==> config.mk <==
export PLATFORM = sky130hd
export DESIGN_NAME = ils_cell
export DESIGN_NICKNAME = d
export VERILOG_FILES = /design/src/hdl/ils_pkg.sv /design/src/hdl/ils_cell.sv
export SDC_FILE = /design/constraint.sdc
export NUM_CORES = 1
export LEC_CHECK = 0
export ABC_AREA = 1
export BUFFER_PORTS_ARGS = -buffer_cell sky130_fd_sc_hd__buf_2
export CAP_MARGIN = 20
export CORE_MARGIN = 1
export CORE_UTILIZATION = 48
export DETAILED_ROUTE_END_ITERATION = 8
export GPL_ROUTABILITY_DRIVEN = 0
export PLACE_DENSITY_LB_ADDON = 0.2
export SLEW_MARGIN = 20
export SYNTH_ARGS = -nofsm -noshare
export SYNTH_HDL_FRONTEND = slang
export SYNTH_SLANG_ARGS = --single-unit
==> constraint.sdc <==
create_clock -name clock -period 1.4 [get_ports clock]
set_input_delay 0.14 -clock clock [delete_from_list [all_inputs] [get_ports clock]]
set_output_delay 0.14 -clock clock [all_outputs]
set_load 0.05 [all_outputs]
==> src/hdl/ils_pkg.sv <==
`timescale 1ns / 1ps
package ils_pkg;

   localparam int MAX_N_DEF     = 64;
   localparam int FRAC_BITS_DEF = 24;

   localparam logic [1:0] OP_LOAD_COEF = 2'd0;
   localparam logic [1:0] OP_LOAD_RHS  = 2'd1;
   localparam logic [1:0] OP_START     = 2'd2;

   localparam logic [1:0] REG_METHOD     = 2'd0;
   localparam logic [1:0] REG_SIZE       = 2'd1;
   localparam logic [1:0] REG_TOLERANCE  = 2'd2;
   localparam logic [1:0] REG_MAX_SWEEPS = 2'd3;

   typedef struct packed {
      logic [1:0]         op;
      logic [5:0]         row;
      logic [5:0]         col;
      logic signed [31:0] value;
   } ils_req_type;

   typedef struct packed {
      logic [5:0]         index;
      logic signed [31:0] solution;
      logic [15:0]        sweeps;
      logic               converged;
      logic               last;
   } ils_rsp_type;

   // ring control shared by all cells
   typedef struct packed {
      logic clear;
      logic shift;
      logic copy;
   } ils_cell_ctrl_type;

   typedef enum logic [3:0] {
      ST_IDLE,
      ST_DIAG,
      ST_DIAGW,
      ST_ELEM,
      ST_ELEMW,
      ST_DIVW,
      ST_RHS,
      ST_RHSW,
      ST_RHSDIV,
      ST_CHECK,
      ST_ROW,
      ST_FIN,
      ST_ENDSW,
      ST_OUT
   } ils_state_type;

endpackage

==> src/hdl/ils_cell.sv <==
`timescale 1ns / 1ps
module ils_cell (
   input  logic                       clock,
   input  ils_pkg::ils_cell_ctrl_type ctrl,
   input  logic                       load,
   input  logic signed [31:0]         load_value,
   input  logic signed [31:0]         nb_old,
   input  logic signed [31:0]         nb_new,
   output logic signed [31:0]         old_value,
   output logic signed [31:0]         new_value
);
   import ils_pkg::*;

   logic signed [31:0] old_ff, new_ff;

   always_ff @(posedge clock) begin
      priority if (ctrl.clear) begin
         old_ff <= '0;
         new_ff <= '0;
      end else if (ctrl.shift) begin
         old_ff <= nb_old;
         new_ff <= nb_new;
      end else if (load) begin
         new_ff <= load_value;
      end else if (ctrl.copy) begin
         old_ff <= new_ff;
      end
   end

   assign old_value = old_ff;
   assign new_value = new_ff;

endmodule

Word level (Yosys, flattened, before mapping)
Index checks and enable logic that the tools add are counted.

Output and inout bits: 64. Flip-flop bits (word level): 64. Input port bits: 101. Logic and storage cells: 11.

Equal/unequal tests: 1. Reductions and logical operators: 3. Mux-type cells: 5.

Operators by type and width (count): 32-bit 2-to-1 mux (5); 2-bit nonzero test (2); 2-bit inequality test (second input constant) (1); 2-bit AND reduction (1).

Longest topological paths before layout
Gate-level depths: netlist of run 1.

Word-level depth: 3. Mapped depth: 8.

Worst setup path before layout of run 1
No wires, ideal clock.

Path type: register to register. Start point: reg new_ff[10] (netlist: new_value[10]). End point: reg old_ff[10] (netlist: old_value[10]). Arrival time: 926 ps. Library setup time: 70 ps. Setup slack: 403 ps. Cell stages (with the launch flop): 5. Data required time: 1330 ps. Cells stage by stage: dfxtp_1 -> nand2_1 -> nand2_1 -> nand2_1 -> a21oi_1.

Longest elaborated chain between the ends: 3.

Ends and longest elaborated chain: start, declared (line ils_cell.sv:14) `logic signed [31:0] old_ff, new_ff;`; start signal, assigned (line ils_cell.sv:22) `new_ff <= nb_new;`; start signal, assigned (line ils_cell.sv:24) `new_ff <= load_value;`; 32-bit 2-to-1 mux (line ils_cell.sv:25) `end else if (ctrl.copy) begin`; 32-bit 2-to-1 mux (line ils_cell.sv:23) `end else if (load) begin`; 32-bit 2-to-1 mux (line ils_cell.sv:20) `end else if (ctrl.shift) begin`; end signal, assigned (line ils_cell.sv:21) `old_ff <= nb_old;`; end signal, assigned (line ils_cell.sv:26) `old_ff <= new_ff;`; end, declared (line ils_cell.sv:14).

No other way between the ends. The select of a mux whose other input is x is not followed. A chain may end at the register's enable or synchronous reset.

Worst setup path in the final report of run 1
Start point: reg new_ff[20] (netlist: new_value[20]). End point: out new_value[20].

RTL lines: end, declared (line ils_cell.sv:10) `output logic signed [31:0] new_value`.

No word-level cell between the ends.

==> flow_summary.ini, run 1 <==
[global_route]
grt_most_used_layer = met2
grt_util_met1_pct = 38.4
grt_use_met3_pct = 4.33
antenna_found_initial = 0
grt_pass1_wl_um = 13600
grt_pass1_vias = 2896
use_met2_pct = 40.1
gr-total-overflow = 0
grt_start_max_net_pins = 62
grt_use_total_pct = 26.8

[synthesis]
synth_edf_count = 0
synth_most_common_cell = nand2_1
ys_warn_count = 0
synth_cell_type_count = 17
synth_top_area_cell = dfxtp_1
synth_fp_nets = 567
avgSynthCellArea_sq_um = 6.54
yosysSeqAreaShare_pct = 42.1
ys_top_cells_by_area = dfxtp_1 (42%), nand2_1 (27%), a21oi_1 (9.7%)
synth_flop_cell = dfxtp_1
syn_inst = 466
async_flop_share_pct = 0
synth_commonest_cells = nand2_1 (221), dfxtp_1 (64), a21oi_1 (59), o21ai_0 (32), nand3_1 (28)
synth_seq_cells = 64
netlist_area_sq_mm = 0.00305
synth_top_area_share_pct = 42.1

[run]
max-cap-violations = 0

[clocking]
cts_setup_buffers = 0
cts_hold_buf = 0
cts.sinks = 64
cts_buffer_depth = 2
clock_latency_ns = 0.33
ctsResizeCount = 0
htree_levels = 3
ctsRootBufferMaster = clkbuf_8
clk_pin_slew_ns = 0.06
cts_made_buffers = 9
tritoncts = built

[timing]
setup_viol_count_final = 0
worst_slew_pin_slew_ns = 0.467
relSlewSlack_pct = 68.8
slew_violations = 0
setup_slack_ns = 0.247
rsz0062_at_grt = no
period_share_pct = 82.3
fin_crit_ns = 1.15
finClkSkew_ns = 0.00700
hold_ws_ns = 0.0772
max_freq_mhz = 868
finalHoldViolations = 0
finalSetupTns_ns = 0

[routing]
remaining_drc_errors = 0
vias = 3465
viasPerCell = 4.98
firstDrtPassIters = 5
drt_wl_total_um = 8870
drtAntennaViolNets = 0
drtIter0Drc = 192
post_drt_wl_per_cell_um = 12.7

[finish]
num_antenna_cells = 0
design_area_sq_mm = 0.00406
fillers = 558
drive_above_1_share_pct = 31.2
ff_latch_area_sq_mm = 0.00128
nets = 717
area_growth_pct = 33.4
final_core_util_pct = 67.4
layout.cells.non_filler = 696
multiInputGateArea_sq_mm = 0.00152

[setup_path]
ff2ff_setup_slack_ns = 0.61
path_cells = buf_2
cp-end-kind = output pin
cp.required_ns = 1.26
cp-start-kind = flip-flop
reg2regPathDepth = 4
crit_start = new_value[20]
cp_slowest_cell = dfxtp_1
cpLargestDelayFamily = flip-flops
worst-path-buf-inv = 1
path_depth = 1
crit_type = flip-flop to output pin
cp-endpoint = new_value[20]
worstPathMaxFanout = 3
worstReg2RegStart = new_value[14]
cp.arrival_ns = 1.01
r2r-end = old_value[14]
slowest_delay_ns = 0.39

[hold_path]
min_path_cells = 3
hold_path_class = primary input to flip-flop

[place]
place_hpwl_um = 6600
place_ws_ns = 0.184
place_area_sq_mm = 0.00388
io_buffers = 164
place_inst = 680

[floorplan]
initial_utilization_pct = 50.6
io_pins = 165
die_y_um = 81.7
rows = 28
dieArea_sq_mm = 0.00667
die-width_um = 81.7
core_area_sq_mm = 0.00603

[power_and_ir_drop]
ir_worst_vdd_mv = 0.653
total_power_mw = 4.72
p_per_area_mw_per_mm2 = 1160
p_leak_nw = 2.14

[status]
outcome = completed
-- report_power, final --
group	switching [mW]	internal [mW]
Sequential	0.0895	1.95
Combinational	0.848	0.363
Clock	0.653	0.815
-- final cells by class --
class	count	area share, %
Clock buffer	12	3.33
Tap cell	75	2.31
Clock inverter	4	1.11
Timing Repair Buffer	177	23.8
Sequential cell	64	31.5
Inverter	5	0.493
Multi-Input combinational cell	359	37.4
-- logic make-up after synthesis --
| kind of cell | Yosys count | share of synthesized area (%) |
|---|---|---|
| flip-flops | 64 | 42.1 |
| AO/OA/AOI/OAI | 91 | 14.9 |
| buffers and inverters | 43 | 8.05 |
| AND/OR/NAND/NOR | 268 | 34.9 |
-- state kept, by name (all words and copies together) (netlist names) --
register	cells
new_value	32
old_value	32
-- layer usage --
metal  up-vias  part of all wire [%]
met5         -                     0
met4         0                   1.6
met3        15                   7.3
met2       152                    45
met1      1505                    46
li1       1793                     -
-- layout by cell type, fill, tap and decap left out --
master     count
dfxtp_1       64
nand2_1      221
inv_1          4
nand3b_1       4
clkinv_2       4
o21ai_0       32
buf_4          9
nand3_1       28
bufinv_16      1
a21oi_1       59
nor2_2         1
nand2_2        2
clkbuf_1       3
buf_2        164
nor3_1         1
clkbuf_8       9
buf_12         4
nor2_1        11
-- how the worst min path moves through the flow --
stage / startpoint / endpoint
2_1_floorplan: load_value[31] / new_value[31]
3_3_place_gp: load_value[31] / new_value[31]
3_5_place_dp: load_value[31] / new_value[31]
4_1_cts: load_value[31] / new_value[31]
5_1_grt: load_value[31] / new_value[31]
6_report: load_value[31] / new_value[31]
Power figures use the tool's default switching activity.
==> run 2: changes to the inputs <==
CORE_UTILIZATION = 45   (was 48)
clock period = 1.15 ns   (was 1.4 ns; I/O delays follow)
==> run 2 against run 1 <==
Net effect:
- the run now ends with DRC left
- non-clock buffer count rose by 3
- power rose by 24%
- final area rose by 1.9%
- highest routed layer unchanged
==> flow_summary.ini, run 2 (synthesis results as in run 1) <==
[routing]
firstDrtPassIters = 7
post_drt_wl_per_cell_um = 13.1
drtIter0Drc = 168
drt_wl_total_um = 9190
vias = 3525
remaining_drc_errors = 16
drtAntennaViolNets = 0
viasPerCell = 5.04

[clocking]
cts_hold_buf = 0
cts_made_buffers = 9
htree_levels = 3
cts_setup_buffers = 0
cts.sinks = 64
clock_latency_ns = 0.33
tritoncts = built
cts_buffer_depth = 2
clk_pin_slew_ns = 0.07
ctsRootBufferMaster = clkbuf_8

[finish]
mostFrequentLayoutCells = nand2_1 (221), buf_2 (160), dfxtp_1 (64), a21oi_1 (59), o21ai_0 (32)
area_growth_pct = 36.0
final_core_util_pct = 64.1
drive_above_1_share_pct = 31.8
multiInputGateArea_sq_mm = 0.00152
ff_latch_area_sq_mm = 0.00128
num_antenna_cells = 0
fillers = 627
design_area_sq_mm = 0.00414
final_common_cell = nand2_1
nets = 720

[floorplan]
io_pins = 165
dieArea_sq_mm = 0.00710
die-width_um = 84.3
core_area_sq_mm = 0.00646
initial_utilization_pct = 47.2
rows = 29
die_y_um = 84.3

[setup_path]
cp_slowest_cell = dfxtp_1
path_cells = buf_2
slowest_delay_ns = 0.40
cp-end-kind = output pin
reg2regPathDepth = 4
cpLargestDelayFamily = flip-flops
path_depth = 1
cp.arrival_ns = 1.03
worstPathMaxFanout = 3
worst-path-buf-inv = 1
cp.required_ns = 1.03
cp-start-kind = flip-flop
crit_type = flip-flop to output pin

[global_route]
grt_pass1_wl_um = 15100
gr-total-overflow = 0
grt_start_max_net_pins = 46
antenna_found_initial = 0
grt_pass1_vias = 3190
grt_use_total_pct = 26.8

[hold_path]
min_path_cells = 3
hold_path_class = primary input to flip-flop

[timing]
max_freq_mhz = 872
finClkSkew_ns = 0.00585
fin_crit_ns = 1.15
finalSetupTns_ns = 0
worst_slew_pin_slew_ns = 0.311
slew_violations = 0
setup_viol_count_final = 0
rsz0062_at_grt = no
finalHoldViolations = 0
relSlewSlack_pct = 79.2
period_share_pct = 99.7
setup_slack_ns = 0.00313

[power_and_ir_drop]
total_power_mw = 5.85
p_per_area_mw_per_mm2 = 1410
p_leak_nw = 2.18
ir_worst_vdd_mv = 0.623

[status]
outcome = complete, but fails checks
violations = DRC

[place]
io_buffers = 164
place_area_sq_mm = 0.00395
place_hpwl_um = 6930
place_ws_ns = 0.0349

[run]
max-cap-violations = 0
## run 2: cell count changes in the layout (fill, tap and decap cells not counted)
cell / before / now
clkbuf_1: 3 / 1
buf_2: 164 / 160
clkbuf_8: 9 / 10
buf_4: 9 / 10
clkbuf_4: 0 / 3
buf_12: 4 / 7
## run 2: stage by stage
step	hold WS, ns	instances
finish	0.0314	700
global route	0.0500	700
CTS	0.0181	700
detailed placement	0.370	685
global placement	0.354	685
floorplan	0.254	466
## run 2: area by class of cell
type	count	share of cell area [%]
inverter	5	0.483
multi-input combinational	359	36.7
tap	77	2.33
clock inverter	4	1.09
timing repair buffer	180	25.1
clock buffer	11	3.41
sequential	64	30.9
## run 2: where the power goes
part / switching, mW / internal (mW) / total [mW] / leakage [nW]
Combinational: 1.04 / 0.469 / 1.51 / 1.55
Sequential: 0.113 / 2.37 / 2.49 / 0.530
Clock: 0.816 / 1.04 / 1.85 / 0.0989
## run 2: repair_timing
item,in CTS,in global routing
cloned,0,0
resized for setup,1,3
pin swaps,0,0
endpoints found under the setup margin,1,3
## run 2: metal layers
metal	wire length, um	vias to the layer above	global-route usage, %
met1	4190	1572	37.6
met5	0	-	0
li1	-	1795	-
met2	4230	145	40.2
met4	158	0	11.6
met3	617	13	5.01
## run 2: path summary, 6_finish.rpt
check	to	from	slack, ns
max	new_value[19]	new_value[19]	0.003
min	new_value[31]	load_value[31]	0.03
max reg2reg	old_value[18]	new_value[18]	0.32
min reg2reg	old_value[24]	old_value[24]	0.48
