### config.mk
export PLATFORM = sky130hd
export DESIGN_NAME = ils_div
export DESIGN_NICKNAME = d
export VERILOG_FILES = /design/src/hdl/ils_pkg.sv /design/src/hdl/ils_div.sv
export SDC_FILE = /design/constraint.sdc
export NUM_CORES = 1
export LEC_CHECK = 0
export BUFFER_PORTS_ARGS = -buffer_cell sky130_fd_sc_hd__buf_2
export CAP_MARGIN = 20
export CORE_ASPECT_RATIO = 1.4
export CORE_MARGIN = 10
export CORE_UTILIZATION = 44
export CTS_CLUSTER_DIAMETER = 60
export DETAILED_ROUTE_END_ITERATION = 10
export SYNTH_ARGS = -nofsm -noshare
export SYNTH_HDL_FRONTEND = slang
export SYNTH_SLANG_ARGS = --single-unit
### constraint.sdc
create_clock -name clock -period 11.3 [get_ports clock]
set_input_delay 2.26 -clock clock [delete_from_list [all_inputs] [get_ports clock]]
set_output_delay 2.26 -clock clock [all_outputs]
set_load 0.01 [all_outputs]
### src/hdl/ils_pkg.sv
`timescale 1ns / 1ps
package ils_pkg;

   localparam int MAX_N_DEF     = 64;
   localparam int FRAC_BITS_DEF = 24;

   localparam logic [1:0] OP_LOAD_COEF = 2'd0;
   localparam logic [1:0] OP_LOAD_RHS  = 2'd1;
   localparam logic [1:0] OP_START     = 2'd2;

   localparam logic [1:0] REG_METHOD     = 2'd0;
   localparam logic [1:0] REG_SIZE       = 2'd1;
   localparam logic [1:0] REG_TOLERANCE  = 2'd2;
   localparam logic [1:0] REG_MAX_SWEEPS = 2'd3;

   typedef struct packed {
      logic [1:0]         op;
      logic [5:0]         row;
      logic [5:0]         col;
      logic signed [31:0] value;
   } ils_req_type;

   typedef struct packed {
      logic [5:0]         index;
      logic signed [31:0] solution;
      logic [15:0]        sweeps;
      logic               converged;
      logic               last;
   } ils_rsp_type;

   // ring control shared by all cells
   typedef struct packed {
      logic clear;
      logic shift;
      logic copy;
   } ils_cell_ctrl_type;

   typedef enum logic [3:0] {
      ST_IDLE,
      ST_DIAG,
      ST_DIAGW,
      ST_ELEM,
      ST_ELEMW,
      ST_DIVW,
      ST_RHS,
      ST_RHSW,
      ST_RHSDIV,
      ST_CHECK,
      ST_ROW,
      ST_FIN,
      ST_ENDSW,
      ST_OUT
   } ils_state_type;

endpackage

### src/hdl/ils_div.sv
`timescale 1ns / 1ps
module ils_div #(
   parameter int FRAC_BITS = ils_pkg::FRAC_BITS_DEF
) (
   input  logic               clock,
   input  logic               reset,
   input  logic               start,
   input  logic signed [31:0] num,
   input  logic signed [32:0] den,
   output logic               busy,
   output logic               done,
   output logic signed [31:0] quot
);
   import ils_pkg::*;

   localparam int NW = 32 + FRAC_BITS;
   localparam int KW = $clog2(NW + 1);

   logic          busy_ff, done_ff;
   logic [KW-1:0] cnt_ff;
   logic [NW-1:0] nmag_ff, q_ff;
   logic [31:0]   rem_ff;
   logic [32:0]   dmag_ff;
   logic          neg_ff, zero_ff;

   logic [31:0]   num_abs;
   logic [32:0]   den_abs, trial;
   logic          fits;

   assign num_abs = num[31] ? 32'(-num) : 32'(num);
   assign den_abs = den[32] ? 33'(-den) : 33'(den);
   assign trial   = {rem_ff, nmag_ff[NW-1]};
   assign fits    = trial >= dmag_ff;

   always_ff @(posedge clock) begin
      if (reset) begin
         busy_ff <= 1'b0;
         done_ff <= 1'b0;
      end else begin
         done_ff <= 1'b0;
         if (start) begin
            busy_ff <= 1'b1;
         end else if (busy_ff && cnt_ff == KW'(1)) begin
            busy_ff <= 1'b0;
            done_ff <= 1'b1;
         end
      end
   end

   // restoring division, one quotient bit a cycle
   always_ff @(posedge clock) begin
      if (start) begin
         nmag_ff <= {num_abs, FRAC_BITS'(0)};
         dmag_ff <= den_abs;
         rem_ff  <= '0;
         q_ff    <= '0;
         cnt_ff  <= KW'(NW);
         neg_ff  <= num[31] ^ den[32];
         zero_ff <= (den == '0);
      end else if (busy_ff) begin
         rem_ff  <= fits ? 32'(trial - dmag_ff) : trial[31:0];
         q_ff    <= {q_ff[NW-2:0], fits};
         nmag_ff <= {nmag_ff[NW-2:0], 1'b0};
         cnt_ff  <= cnt_ff - KW'(1);
      end
   end

   always_comb begin
      if (zero_ff) begin
         quot = '0;
      end else if (!neg_ff) begin
         quot = (q_ff[NW-1:31] != '0) ? 32'sh7fffffff : $signed(q_ff[31:0]);
      end else if (q_ff[NW-1:32] != '0 || (q_ff[31] && q_ff[30:0] != '0)) begin
         quot = 32'sh80000000;
      end else begin
         quot = $signed(32'(-q_ff[31:0]));
      end
   end

   assign busy = busy_ff;
   assign done = done_ff;

endmodule

Yosys cells after proc, flatten, opt, wreduce, memory -nomap -nowiden
Index checks and enable logic that the tools add are counted.
{"block": "totals", "register_bits": 163, "latchBits": 0, "ram_bits": 0, "rom_bits": 0, "elab_cells": 40, "memories": 0}
{"block": "op_classes", "add_sub_neg": 5, "multipliers": 0, "div_mod_pow": 0, "magnitude_cmp": 1, "n_eq_ne": 1, "n_shift": 0, "mux": 12, "bitwise_logic": 1, "n_reduce_logical": 10}
{"cell": "$mux W32", "n": 7}
{"cell": "$mux W56", "n": 2}
{"cell": "$neg A32 Y32", "n": 2}
{"cell": "$ge A33 B33 Y1", "n": 1}
{"cell": "$logic_not A33 Y1", "n": 1}
{"cell": "$neg A33 Y33", "n": 1}
{"cell": "$sub A32 B32 Y32", "n": 1}
{"cell": "$reduce_bool A31 Y1", "n": 1}
{"cell": "$reduce_bool A25 Y1", "n": 1}
{"cell": "$reduce_bool A24 Y1", "n": 1}
{"cell": "$eq A6 B1 Y1 const B", "n": 1}
{"cell": "$sub A6 B1 Y6 const B", "n": 1}
{"cell": "$reduce_bool A2 Y1", "n": 2}
{"cell": "$mux W1", "n": 3}
{"cell": "$logic_and A1 B1 Y1", "n": 2}
{"cell": "$reduce_or A2 Y1", "n": 1}
{"cell": "$logic_or A1 B1 Y1", "n": 1}
{"cell": "$xor A1 B1 Y1", "n": 1}

Depth between registers and ports, before layout
{"block": "logic_depth", "word_depth": 6, "depth_mapped": 13}

Least setup slack after synthesis
No wires, ideal clock.
{"block": "synth_timing", "kind": "input port to flip-flop", "from": "input port den[4]", "to": "register dmag_ff[32], data pin", "setup_time_ns": 0.255, "arrival_ns": 4.846, "t_required_ns": 11.045, "slack_ns": 6.199, "path_stages": 9, "path_buffers": 0, "cell_sequence": "or4_4 > nor3_4 > nand2_2 > or4_4 > or3_4 > or3_4 > nor3_1 > ha_1 > and2_1"}
{"block": "synth_via", "elab_chain_len": 1}
{"item": "start, declared", "line_no": "ils_div.sv:9", "text": "input logic signed [32:0] den,"}
{"item": "$neg A33 Y33", "line_no": "ils_div.sv:31", "text": "assign den_abs = den[32] ? 33'(-den) : 33'(den);"}
{"item": "end signal, assigned", "line_no": "ils_div.sv:54", "text": "dmag_ff <= den_abs;"}
{"item": "end, declared", "line_no": "ils_div.sv:23", "text": "logic [32:0] dmag_ff;"}
Every way passes these cells.
A chain may end at the register's enable or synchronous reset.

Worst setup path in the final report
{"block": "layout_timing", "from": "register q_ff[0]", "to": "output port quot[21]"}
{"block": "layout_via", "elab_chain_len": 6, "elab_cells_between_ends": 7, "classes_between": "add/sub: 1; mux: 3; reduce/logical: 3"}
{"item": "start, declared", "line_no": "ils_div.sv:21", "text": "logic [NW-1:0] nmag_ff, q_ff;"}
{"item": "start signal, assigned", "line_no": "ils_div.sv:62", "text": "q_ff <= {q_ff[NW-2:0], fits};"}
{"item": "parallel branches: the longest is 3 deep, another holds $neg A32 Y32"}
{"item": "$mux W32 (*)", "line_no": "ils_div.sv:73", "text": "end else if (q_ff[NW-1:32] != '0 || (q_ff[31] && q_ff[30:0] != '0)) begin"}
{"item": "$mux W32 (*)", "line_no": "ils_div.sv:71", "text": "end else if (!neg_ff) begin"}
{"item": "$mux W32 (*)", "line_no": "ils_div.sv:69", "text": "if (zero_ff) begin"}
{"item": "end, declared", "line_no": "ils_div.sv:12", "text": "output logic signed [31:0] quot"}
Every way passes the cells marked *.

==> flow_summary.json <==
{
  "status": "complete, no violations",
  "htreeDepth": 4,
  "num_io_pins": 102,
  "p_switching_uw": 485.2,
  "period_minus_slack_ns": 6.330,
  "synth_edf_count": 67,
  "r2r-end": "rem_ff[0]",
  "hold_viol": 0,
  "hp-class": "reg -> reg",
  "cts_hold_buf": 0,
  "numPortBuffers": 101,
  "grt_pass1_wl_mm": 43.27,
  "cp.required_ns": 9.04,
  "crit_path_max_fanout": 31,
  "cts.path.max_buffers": 2,
  "fillers": 2330,
  "setup_viol": 0,
  "intPower_uw": 1099,
  "antenna_found_initial": 3,
  "combPwrFrac": 0.215,
  "ys_seq_elements": 163,
  "power_switching_share": 0.3064,
  "slew_violations": 0,
  "grt.overflow.total": 0,
  "cts_sinks": 163,
  "ys.warnings.count": 0,
  "avgViaCountPerCell": 5.617,
  "dp_hpwl_mm": 18.69,
  "ys_types": 58,
  "maxSlewHeadroom": 0.3265,
  "ys_seq_area_frac": 0.3836,
  "cts_root_buf": "clkbuf_16",
  "synth_top_flop_cell": "dfxtp_1",
  "r2r_setup_slack_ns": 7.51,
  "clk_latency_ns": 0.44,
  "core_sq_um": 23120,
  "syn_nets": 1322,
  "async_reset_ff_frac": 0,
  "crit_path_end_kind": "primary output",
  "cts_resized": 0,
  "die_h_um": 200.6,
  "r2r.worst_path.cells": 11,
  "clk_pin_slew_ns": 0.07,
  "drt.antenna.violating_nets": 0,
  "power.density_nw_per_um2": 137.4,
  "die_width_um": 149.0,
  "post_drt_wl_per_cell_um": 16.45,
  "placedCellCount": 1550,
  "crit_type": "reg -> out",
  "rows": 66,
  "rsz0062_at_grt": "false",
  "nets": 1373,
  "num_vias": 8903,
  "startpoint": "q_ff[0]",
  "r2r_start": "dmag_ff[4]",
  "fin_cells": 1585,
  "dieArea_sq_um": 29900,
  "wirelength_mm": 26.08,
  "maxCapViolCount": 0,
  "avgSynthCellArea_sq_um": 8.446,
  "numCtsBuffers": 17,
  "skew_ns": 0.01070,
  "cts_tree": "built",
  "crit_path_end": "quot[21]",
  "cp.arrival_ns": 4.07,
  "drt_iter0_drc": 546,
  "drt_pass1_iterations": 8,
  "gp_congestion": 0.8687,
  "timing.fmax_mhz": 158.0,
  "syn-cell-area_sq_um": 10250,
  "min_period_over_period": 0.5602,
  "start_util": 0.4435,
  "final_layout_size_suffix_gt1_frac": 0.1260,
  "pwr-share-seq": 0.426,
  "worst_pin_slew_ns": 1.010,
  "clockPowerShare": 0.359,
  "grt_max_degree": 104,
  "grt_pass1_vias": 8612,
  "syn_inst": 1214,
  "drc": 0,
  "critPathLaunchType": "flip-flop",
  "groute.usage.overall": 0.1750,
  "post-cts-setup-buffers": 0,
  "totalNegativeSetupSlack_ns": 0,
  "syn_to_final_growth_pct": 12.42,
  "vdd_drop_max_mv": 0.09739,
  "hold-worst-slack_ns": 0.4964,
  "leakage_uw": 0.004602
}
[worst max-delay path, cell delays in order (launching register included)]
cell	delay, ns
dfxtp_1	0.37
inv_1	0.08
ha_1	0.18
nor3b_1	0.53
nand3_1	0.26
nor4_1	0.41
nand4b_1	0.26
o41ai_1	0.31
nand2_1	0.11
a21o_1	0.52
a311oi_1	0.41
buf_2	0.20
[routing by layer]
layer	vias up	GRT usage	wire, um
met3	42	0.03790	1142
met4	4	0.06676	670
met5	-	0	30
li1	4482	-	-
met2	199	0.3033	13400
met1	4176	0.2040	10840
[layout by cell type (no fill, tap or decap), types with 6 or more instances in the layout]
cell,instances
nor2_1,185
nand2_1,109
buf_2,100
dfxtp_1,95
a21oi_1,86
edfxtp_1,67
mux2i_1,63
inv_1,52
o21ai_0,49
xnor2_1,48
xor2_1,43
ha_1,39
a311oi_1,34
nor3_1,31
nand3_1,23
nor4_1,20
o31ai_1,17
clkbuf_16,17
a31oi_1,13
nand4_1,12
o22ai_1,12
or4_1,11
or3_1,11
o41ai_1,11
nand2b_1,11
inv_6,8
buf_4,8
a32oi_1,7
nor2b_1,6
a21o_1,6
and2_1,6
a211oi_1,6
[flip-flops by register name, summed over array words and instances (netlist names)]
| register | cells |
|---|---|
| neg_ff | 1 |
| nmag_ff | 32 |
| busy | 1 |
| done | 1 |
| zero_ff | 1 |
| cnt_ff | 6 |
| rem_ff | 32 |
| q_ff | 56 |
| dmag_ff | 33 |
[through the flow]
stage	cell area, sq um	setup slack [ns]	total power [uW]	util
floorplan	10250	6.199	931.2	-
global placement	10920	5.629	1024	0.4722
detailed placement	10920	5.491	1026	0.4722
CTS	11490	4.983	1597	0.4969
global route	11530	4.410	1670	0.4985
finish	11530	4.970	1584	0.4985
[cell type report]
class / count / area (sq um) / share of cell area
antenna: 1 / 2.502 / 0.0002171
clock buffer: 17 / 425.4 / 0.03690
clock inverter: 15 / 145.1 / 0.01259
inverter: 52 / 195.2 / 0.01693
multi-input combinational: 921 / 5839 / 0.5066
sequential: 163 / 3938 / 0.3416
tap: 306 / 382.9 / 0.03321
timing repair buffer: 110 / 599.3 / 0.05199
[power by group through the flow]
| stage | logic [uW] | registers (uW) | clock network (uW) |
|---|---|---|---|
| after floorplan | 251 | 680 | 0 |
| after global placement | 337 | 687 | 0 |
| after detailed placement | 338 | 688 | 0 |
| after CTS | 340 | 675 | 582 |
| after global routing | 385 | 679 | 606 |
| final | 341 | 675 | 568 |
[Yosys cell counts (3+ instances only)]
cell        n  area (sq um)
ha_1       39         488.0
mux2i_1    63         630.6
edfxtp_1   67          2012
xor2_1     43         376.6
o22ai_1    12         75.07
a221oi_1    5         43.79
nor2_1    185         694.4
o31ai_1    17         127.6
and3_1      5         31.28
inv_1      52         195.2
nor3_1     31         155.2
a21o_1      6         45.04
buf_1       4         15.01
xnor2_1    48         420.4
a211oi_1    6         45.04
o21ba_2     3         30.03
o21bai_1    3         22.52
or2_2       3         18.77
clkbuf_1   72         270.3
o21a_1      4         30.03
a32oi_1     7         61.31
or3_1      11         68.82
o211ai_1    5         37.54
nor2b_1     6         37.54
nor4_1     21         131.4
nand2_1   109         409.1
or4_1      11         82.58
nand3_1    23         115.1
nand4_1    12         75.07
a31oi_1    13         81.33
and2_1      6         37.54
a311oi_1   34         297.8
o41ai_1    11         96.34
a21oi_1    87         435.4
nor3b_1     4         30.03
dfxtp_1    96          1922
a211o_1     3         26.28
nand2b_1   11         68.82
o21ai_0    49         245.2
[how the worst min path moves through the flow]
| stage | startpoint | endpoint | slack (ns) | cells after the start |
|---|---|---|---|---|
| 6_report | rem_ff[9] | rem_ff[10] | 0.50 | 2 |
| 5_1_grt | rem_ff[28] | rem_ff[28] | 0.52 | 2 |
| 4_1_cts | rem_ff[5] | rem_ff[6] | 0.50 | 2 |
| 3_5_place_dp | rem_ff[13] | rem_ff[13] | 0.49 | 1 |
| 3_3_place_gp | q_ff[55] | q_ff[55] | 0.48 | 2 |
| 2_1_floorplan | rem_ff[29] | rem_ff[29] | 0.45 | 2 |
[cells by family (layout without fill, tap and decap cells)]
logic type               after synthesis  after routing  share of synthesized area
multiplexers                          64             64                    0.06260
other                                  0              1                          0
XOR/XNOR                              91             91                    0.07773
flip-flops                           163            163                     0.3836
AO/OA/AOI/OAI                        277            277                     0.1773
AND/OR/NAND/NOR                      449            449                     0.2013
buffers and inverters                130            194                    0.04783
adder cells (fa/ha/maj)               40             40                    0.04954
Note: power is estimated with default switching activity, not from simulation.
